<file path="src/rtl/amf_pkg.sv">
package amf_pkg;

  localparam int unsigned MaxWidthDef  = 256;
  localparam int unsigned MaxHeightDef = 256;
  localparam int unsigned MaxWindowDef = 7;

  localparam int unsigned CoordW = 14;
  localparam int unsigned CfgW   = 9;

  typedef enum logic {
    OpLoad  = 1'b0,
    OpQuery = 1'b1
  } op_e;

  typedef enum logic [1:0] {
    CfgFrameWidth  = 2'd0,
    CfgFrameHeight = 2'd1,
    CfgWindowStart = 2'd2,
    CfgWindowLimit = 2'd3
  } cfg_idx_e;

  typedef enum logic [2:0] {
    StIdle,
    StWin,
    StIssue,
    StDrain,
    StStep,
    StDecide,
    StFinish
  } state_e;

  typedef struct packed {
    logic in_ready;
    logic load_query;
    logic win_init;
    logic pass_init;
    logic issue;
    logic pass_end;
    logic next_win;
    logic out_load;
  } cmd_t;

  typedef struct packed {
    logic query_req;
    logic last_tap;
    logic last_bit;
    logic done;
    logic out_busy;
  } sts_t;

endpackage

</file>
<file path="src/rtl/amf_ctrl.sv">
module amf_ctrl (
  input  logic          clk_i,
  input  logic          rst_ni,
  input  amf_pkg::sts_t sts_i,
  output amf_pkg::cmd_t cmd_o
);

  amf_pkg::state_e state_q, state_d;

  always_ff @(posedge clk_i or negedge rst_ni) begin
    if (!rst_ni) begin
      state_q <= amf_pkg::StIdle;
    end else begin
      state_q <= state_d;
    end
  end

  always_comb begin
    state_d = state_q;
    cmd_o   = '0;
    case (state_q)
      amf_pkg::StIdle: begin
        cmd_o.in_ready = 1'b1;
        if (sts_i.query_req) begin
          cmd_o.load_query = 1'b1;
          state_d = amf_pkg::StWin;
        end
      end
      amf_pkg::StWin: begin
        cmd_o.win_init = 1'b1;
        state_d = amf_pkg::StIssue;
      end
      amf_pkg::StIssue: begin
        cmd_o.issue = 1'b1;
        if (sts_i.last_tap) state_d = amf_pkg::StDrain;
      end
      amf_pkg::StDrain: begin
        state_d = amf_pkg::StStep;
      end
      amf_pkg::StStep: begin
        cmd_o.pass_end  = 1'b1;
        cmd_o.pass_init = 1'b1;
        state_d = sts_i.last_bit ? amf_pkg::StDecide : amf_pkg::StIssue;
      end
      amf_pkg::StDecide: begin
        if (sts_i.done) begin
          state_d = amf_pkg::StFinish;
        end else begin
          cmd_o.next_win = 1'b1;
          state_d = amf_pkg::StWin;
        end
      end
      amf_pkg::StFinish: begin
        if (!sts_i.out_busy) begin
          cmd_o.out_load = 1'b1;
          state_d = amf_pkg::StIdle;
        end
      end
      default: state_d = amf_pkg::StIdle;
    endcase
  end

endmodule

</file>
<file path="config.mk">
export PLATFORM = sky130hd
export DESIGN_NAME = amf_ctrl
export DESIGN_NICKNAME = d
export VERILOG_FILES = /design/src/rtl/amf_pkg.sv /design/src/rtl/amf_ctrl.sv
export SDC_FILE = /design/constraint.sdc
export NUM_CORES = 1
export LEC_CHECK = 0
export BUFFER_PORTS_ARGS = -buffer_cell sky130_fd_sc_hd__buf_2
export CORE_AREA = 2 2 39 41
export CTS_BUF_LIST = sky130_fd_sc_hd__clkbuf_8
export DETAILED_ROUTE_END_ITERATION = 8
export DIE_AREA = 0 0 41 43
export SYNTH_ARGS = -nofsm -noshare
export SYNTH_HDL_FRONTEND = slang
export SYNTH_SLANG_ARGS = --single-unit
</file>
<file path="constraint.sdc">
create_clock -name clk_i -period 2.1 [get_ports clk_i]
set_clock_uncertainty 0.05 [all_clocks]
set_input_delay 0.21 -clock clk_i [delete_from_list [all_inputs] [get_ports clk_i]]
set_output_delay 0.21 -clock clk_i [all_outputs]
set_load 0.02 [all_outputs]
</file>
==> impl_metrics.json, run 1 <==
{
  "outcome": "completed",
  "synthDistinctLibCells": 20,
  "multiInputGateArea_um2": 139,
  "grt_pass1_vias": 209,
  "powerDensity_mw_per_mm2": 1550,
  "syn_inst": 30,
  "tns_ns": 0,
  "synth.avg_cell_area_um2": 8.38,
  "clk_latency_ns": 0.21,
  "synth-edff-count": 0,
  "grt_max_degree": 12,
  "synth_area_leader_cell": "dfrtp_1",
  "drive_gt1_frac": 0.467,
  "whs_ns": 0.282,
  "r2r-end": "state_q[0]",
  "drtPass1Iterations": 4,
  "crit_type": "flip-flop to output pin",
  "vias_per_cell": 4.44,
  "path_max_fanout": 8,
  "cts-htree-levels": 1,
  "required_ns": 1.84,
  "place_ws_ns": 0.782,
  "cts_tree": "built",
  "final_design_area_no_fill_um2": 369,
  "largest-register": "state_q",
  "top_regs": "state_q (3)",
  "largest_reg_flops": 3,
  "grt_antenna_before_repair": 0,
  "die_h_um": 43,
  "num_antenna_cells": 0,
  "grt.overflow.total": 0,
  "reg2reg_depth": 3,
  "io_buffers": 14,
  "dp_hpwl_um": 455,
  "instances_no_fill": 61,
  "synth_top_area_share": 0.299,
  "io-pin-count": 15,
  "post_cts_buffers": 0,
  "worst_pin_slew_ns": 0.331,
  "grt.total_usage": 0.0684,
  "fillCellCount": 159,
  "seqCellArea_um2": 75.1,
  "leakage_nw": 0.189,
  "cp-startpoint": "state_q[0]",
  "max-vdd-ir-drop_mv": 0.662,
  "dp_cells": 56,
  "setup_violations": 0,
  "start_util": 0.182,
  "rsz0062_at_grt": "false",
  "clock_path_buffers": 2,
  "hold_path_class": "primary input to asynchronous set/reset pin",
  "fmax_mhz": 658,
  "syn-cell-area_um2": 251,
  "finalMaxSlewViolations": 0,
  "crit_path_end_kind": "output pin",
  "grt_pass1_wl_um": 828,
  "r2r_start": "state_q[1]",
  "avgRoutedWirePerCell_um": 9.70,
  "ff2ff_setup_slack_ns": 0.89,
  "dr.first_iter.drc_count": 2,
  "routed_wirelength_um": 592,
  "synth_nets": 37,
  "core_region_area_mm2": 0.00138,
  "cts_resized": 0,
  "finalCriticalPeriod_ns": 1.52,
  "fin_nets": 53,
  "worstPathArrival_ns": 1.26,
  "fin_crit_sh": 0.724,
  "synthTopCellsByCount": "6 x nor3_1, 3 x buf_4, 3 x dfrtp_1",
  "yosysSeqAreaShare": 0.299,
  "synth_flop_cell": "dfrtp_1",
  "synth.most_common_cell": "nor3_1",
  "remaining_drc_errors": 0,
  "final_util": 0.267,
  "crit_end": "cmd_o[1]",
  "ys_async_sr_fraction": 1.00,
  "fp.dieArea_mm2": 0.00176,
  "gp_congestion": 0.794,
  "maxCapViolCount": 0,
  "power_mw": 0.573,
  "synth_warnings": 0,
  "numCtsBuffers": 3,
  "num_vias": 271,
  "fin_ws_ns": 0.580,
  "die_w_um": 41,
  "synth_seq_cells": 3,
  "max_slew_margin": 0.780,
  "ctsHoldBuffers": 1,
  "cp-start-kind": "flip-flop",
  "row_count": 14,
  "cts_sinks": 3,
  "clkTransAtPathRegs_ns": 0.03,
  "placed_area_um2": 314,
  "report.final.hold_viol_count": 0,
  "synthTopCellsByArea": "dfrtp_1 30%, nor3_1 12%, buf_4 9.0%",
  "cts_root_buf": "clkbuf_8",
  "area_delta_synth_final_pct": 46.8,
  "ant_nets": 0
}
[per-layer routing]
metal | GRT usage | up-vias | share of wire
met5 | 0 | - | 0
met3 | 0.0471 | 0 | 0.10
met2 | 0.0938 | 13 | 0.43
met4 | 0 | 0 | 0
met1 | 0.0939 | 119 | 0.46
li1 | - | 139 | -
[where the power goes]
| part | total (mW) | internal (mW) | switching (mW) |
|---|---|---|---|
| sequential | 0.151 | 0.0838 | 0.0670 |
| combinational | 0.266 | 0.113 | 0.152 |
| clock | 0.156 | 0.124 | 0.0321 |
[cell type report]
class                      count  area share
clock inverter                 1      0.0102
tap                           16      0.0542
multi-input combinational     21       0.376
sequential                     3       0.203
inverter                       2      0.0271
clock buffer                   3       0.112
timing repair buffer          15       0.217
[cells by family (layout without fill, tap and decap cells)]
logic type | after synthesis | after routing | synth area share
and+or+nand+nor | 14 | 14 | 0.309
DFF | 3 | 3 | 0.298
buffers and inverters | 6 | 21 | 0.149
muxes | 2 | 2 | 0.0796
AOI/OAI and AO/OA | 5 | 5 | 0.164
[worst max-delay path: stages, from the launching register on]
cell and delay, ns:
dfrtp_1 0.49, inv_4 0.08, nor4b_1 0.27, buf_2 0.21
[worst min-delay path by stage]
| stage | startpoint | endpoint | slack, ns | cells after the start |
|---|---|---|---|---|
| 6_report | rst_ni | state_q[1] | 0.28 | 2 |
| 5_1_grt | rst_ni | state_q[0] | 0.29 | 2 |
| 4_1_cts | rst_ni | state_q[1] | 0.28 | 2 |
| 3_5_place_dp | rst_ni | state_q[1] | -0.04 | 1 |
| 3_3_place_gp | rst_ni | state_q[0] | -0.04 | 1 |
| 2_1_floorplan | rst_ni | state_q[0] | -0.14 | 0 |
[placed cells by master (no fill, tap or decap)]
master and n:
a221oi_1 1, a31o_2 1, and2_1 1, buf_2 14, clkbuf_8 3, dfrtp_1 3
dlygate4sd3_1 1, inv_1 1, inv_2 1, inv_4 1, mux2i_1 2, nand2_1 1
nand2b_1 1, nand4_1 1, nor2_1 1, nor2b_1 1, nor3_1 6, nor4b_1 1
o211ai_2 1, o21ai_0 1, o22ai_1 1, or3_1 1
Note: power is estimated with default switching activity, not from simulation.
==> run 2, diff against run 1 <==
clock period = 1.42 ns   (was 2.1 ns; I/O delays follow)
==> impl_metrics.json, run 2 (synthesis results as in run 1) <==
{
  "start_util": 0.182,
  "dp_hpwl_um": 466,
  "final_util": 0.295,
  "dp_cells": 56,
  "dr.first_iter.drc_count": 0,
  "avgRoutedWirePerCell_um": 10.5,
  "hold_path_class": "primary input to asynchronous set/reset pin",
  "crit_type": "flip-flop to output pin",
  "cts_sinks": 3,
  "reg2reg_depth": 4,
  "top_regs": "state_q (3)",
  "fmax_mhz": 735,
  "remaining_drc_errors": 0,
  "max_slew_margin": 0.827,
  "vias_per_cell": 4.40,
  "grt_pass1_vias": 250,
  "maxCapViolCount": 0,
  "fin_ws_ns": 0.0596,
  "finalMaxSlewViolations": 0,
  "cp-start-kind": "flip-flop",
  "report.final.hold_viol_count": 0,
  "worst_pin_slew_ns": 0.259,
  "ff2ff_setup_slack_ns": 0.25,
  "fin_crit_sh": 0.958,
  "place_ws_ns": 0.175,
  "rsz0062_at_grt": "true",
  "die_w_um": 41,
  "crit_path_end_kind": "output pin",
  "num_vias": 277,
  "outcome": "completed",
  "powerDensity_mw_per_mm2": 2300,
  "max-vdd-ir-drop_mv": 0.793,
  "drive_gt1_frac": 0.596,
  "routed_wirelength_um": 662,
  "finalCriticalPeriod_ns": 1.36,
  "grt_pass1_wl_um": 979,
  "drtPass1Iterations": 1,
  "worstPathArrival_ns": 1.17,
  "io_buffers": 14,
  "num_antenna_cells": 0,
  "path_max_fanout": 6,
  "die_h_um": 43,
  "tns_ns": 0,
  "grt_antenna_before_repair": 0,
  "largest-register": "state_q",
  "fillCellCount": 150,
  "whs_ns": 0.215,
  "gp_congestion": 0.733,
  "leakage_nw": 0.198,
  "clock_path_buffers": 2,
  "setup_violations": 0,
  "fp.dieArea_mm2": 0.00176,
  "fin_nets": 55,
  "core_region_area_mm2": 0.00138,
  "clk_latency_ns": 0.21,
  "cts_root_buf": "clkbuf_8",
  "io-pin-count": 15,
  "grt_max_degree": 12,
  "instances_no_fill": 63,
  "grt.total_usage": 0.0835,
  "grt.overflow.total": 0,
  "ant_nets": 0,
  "area_delta_synth_final_pct": 62.2,
  "numCtsBuffers": 3,
  "required_ns": 1.23,
  "cts-htree-levels": 1,
  "largest_reg_flops": 3,
  "final_common_cell": "buf_2",
  "cts_tree": "built",
  "clkTransAtPathRegs_ns": 0.03,
  "final_cell_mix": "13 x buf_2, 5 x nor3_1, 3 x clkbuf_8, 3 x buf_4, 3 x dfrtp_2",
  "row_count": 14
}
[run 2: cell types whose count changed in the layout (fill, tap and decap cells not counted), sizes merged]
| cell | before | now |
|---|---|---|
| buf | 14 | 16 |
[run 2: layout make-up]
| cell class | count | area [µm²] | area share |
|---|---|---|---|
| Tap cell | 16 | 20.0 | 0.0491 |
| Sequential cell | 3 | 78.8 | 0.193 |
| Multi-Input combinational cell | 21 | 156 | 0.383 |
| Clock inverter | 1 | 3.75 | 0.00920 |
| Inverter | 2 | 10.0 | 0.0245 |
| Timing Repair Buffer | 17 | 97.6 | 0.239 |
| Clock buffer | 3 | 41.3 | 0.101 |
[run 2: power breakdown]
group	total (mW)	switching, mW	internal (mW)
registers	0.249	0.117	0.132
clock network	0.233	0.0497	0.183
logic	0.456	0.242	0.214
total	0.938	0.408	0.530
[run 2: critical path: stages, from the launching register on]
cell and delay [ns]:
dfrtp_2 0.45, inv_4 0.09, nand2_1 0.09, nor3_1 0.13
buf_2 0.19
[run 2: what timing repair did]
| item | in CTS | in global routing |
|---|---|---|
| setup endpoints to repair | 1 | 5 |
| gates resized for setup | 2 | 3 |
| endpoints found under the hold margin | 3 | 0 |
| setup buffers | 0 | 2 |
| hold buffers | 1 | 0 |
[run 2: per-layer routing]
metal	part of all wire	vias to the layer above	global-route usage
li1	-	142	-
met1	0.45	127	0.120
met2	0.50	8	0.106
met3	0.051	0	0.0157
met4	0	0	0.0600
met5	0	-	0
[run 2: final timing paths]
path | startpoint | to
worst max-delay path | state_q[0] | cmd_o[0]
worst min-delay path | rst_ni | state_q[0]
worst max register to register | state_q[0] | state_q[0]
worst min register to register | state_q[2] | state_q[1]
max in group asynchronous | rst_ni | state_q[2]
min in group clk_i | sts_i[0] | state_q[2]
[run 2: metrics by stage]
step	instance area, µm²	total power, mW
3_3_place_gp	325	0.627
6_report	408	0.938
3_5_place_dp	325	0.631
4_1_cts	383	0.880
2_1_floorplan	263	0.562
5_1_grt	408	1.01
==> run 3, diff against run 2 <==
PLACE_DENSITY = 0.47   (was not set)
==> impl_metrics.json, run 3 (synthesis results as in run 1) <==
{
  "power_mw": 0.950,
  "r2r_start": "state_q[2]",
  "largest_reg_flops": 3,
  "grt_max_degree": 12,
  "drtPass1Iterations": 2,
  "drive_gt1_frac": 0.646,
  "required_ns": 1.23,
  "fillCellCount": 152,
  "dr_wl_met2_um": 278,
  "worstPathArrival_ns": 1.15,
  "powerDensity_mw_per_mm2": 2240,
  "leakage_nw": 0.204,
  "start_util": 0.182,
  "cp_num_buf_inv": 2,
  "grt.total_usage": 0.0875,
  "row_count": 14,
  "fmax_mhz": 743,
  "core_region_area_mm2": 0.00138,
  "crit_chain": "inv_4 -> nand2_1 -> nor3_2 -> buf_4",
  "critPathTopFamily": "flip-flops",
  "top_regs": "state_q (3)",
  "remaining_drc_errors": 0,
  "grt_antenna_before_repair": 0,
  "final_cell_mix": "10 x buf_2, 7 x buf_4, 4 x nor3_1",
  "cts-htree-levels": 1,
  "worst_pin_slew_ns": 0.239,
  "avgRoutedWirePerCell_um": 10.3,
  "cts_sinks": 3,
  "cp_slowest_cell": "dfrtp_2",
  "cts_root_buf": "clkbuf_8",
  "grt_pass1_wl_mm": 1.03,
  "grt.overflow.total": 0,
  "io-pin-count": 15,
  "report.final.hold_viol_count": 0,
  "fin_nets": 56,
  "highest_layer": "met3",
  "io_buffers": 14,
  "crit_type": "flip-flop to output pin",
  "die_h_um": 43,
  "multiInputGateArea_um2": 158,
  "final_common_cell": "buf_2",
  "ff2ff_setup_slack_ns": 0.21,
  "clock_path_buffers": 2,
  "vias_per_cell": 4.34,
  "wl_met1_um": 319,
  "cp-start-kind": "flip-flop",
  "met3_length_um": 61,
  "reg2reg_depth": 3,
  "area_delta_synth_final_pct": 68.7,
  "fin_crit_sh": 0.948,
  "path_max_fanout": 6,
  "dr.first_iter.drc_count": 2,
  "largest-register": "state_q",
  "outcome": "completed",
  "crit_path_end_kind": "output pin",
  "dp_hpwl_um": 495,
  "clkTransAtPathRegs_ns": 0.03,
  "finalCriticalPeriod_ns": 1.35,
  "whs_ns": 0.204,
  "hold_path_class": "primary input to asynchronous set/reset pin",
  "numCtsBuffers": 3,
  "r2r-end": "state_q[2]",
  "die_w_um": 41,
  "cts_tree": "built",
  "grt_pass1_vias": 232,
  "max-vdd-ir-drop_mv": 0.790,
  "gp_congestion": 0.801,
  "maxCapViolCount": 0,
  "routed_wirelength_um": 659,
  "fp.dieArea_mm2": 0.00176,
  "ant_nets": 0,
  "max_slew_margin": 0.841,
  "setup_violations": 0,
  "num_antenna_cells": 0,
  "clk_latency_ns": 0.21,
  "cpPeakStageDelay_ns": 0.44,
  "num_vias": 278,
  "seqCellArea_um2": 78.8,
  "finalMaxSlewViolations": 0
}
==> run 3: cell count changes in the layout (fill, tap and decap cells not counted) <==
cell / delta
nor2_1: -1
nor3_4: -1
nor3_2: +2
buf_4: +4
buf_2: -3
nor3_1: -1
nor2_2: +1
==> run 3: final cells by class <==
cell class / instances / area share
clock buffers: 3 / 0.0973
clock inverters: 1 / 0.00885
inverters: 2 / 0.0236
multi-input cells: 21 / 0.372
flip-flops and latches: 3 / 0.186
well taps: 16 / 0.0472
repair buffers: 18 / 0.265
==> run 3: where the power goes <==
group | total (mW) | internal, mW | switching [mW]
combinational | 0.479 | 0.228 | 0.251
clock | 0.237 | 0.184 | 0.0535
sequential | 0.234 | 0.132 | 0.102
==> run 3: timing repair <==
item | in CTS | in global routing
pin swaps | 0 | 0
endpoints found under the setup margin | 2 | 4
hold endpoints to repair | 3 | 0
resized for setup | 3 | 6
buffers inserted | 0 | 3
hold buffers | 1 | 0
==> run 3: worst max-delay path by stage <==
stage / start / endpoint / slack, ns / cells past startpoint
after floorplan: state_q[0] / cmd_o[4] / 0.04 / 5
after global placement: state_q[1] / cmd_o[0] / 0.16 / 3
after detailed placement: state_q[1] / state_q[0] / 0.17 / 3
after CTS: state_q[0] / cmd_o[0] / 0.02 / 4
after global routing: state_q[0] / cmd_o[0] / -0.02 / 4
final: state_q[0] / cmd_o[0] / 0.07 / 4
==> run 3: layer usage <==
metal | vias to the layer above | GRT usage
met5 | - | 0
met4 | 0 | 0.0200
met3 | 0 | 0.0681
met2 | 13 | 0.0938
met1 | 121 | 0.133
li1 | 144 | -
==> run 3: worst register-to-register path, delay by kind of cell (launching register included) <==
family	cells	cell delay, ns
DFF	1	0.45
AOI/OAI and AO/OA	1	0.08
and+or+nand+nor	1	0.38
buffers and inverters	1	0.16
==> run 3: stage by stage <==
stage	cells	setup TNS (ns)	area, µm²	utilization	setup WS, ns
after detailed placement	56	0	325	0.235	0.170
after global routing	64	-0.0173	424	0.307	-0.0173
after CTS	61	0	384	0.278	0.0246
after floorplan	30	0	263	-	0.0392
final	64	0	424	0.307	0.0744
after global placement	56	0	325	0.235	0.163
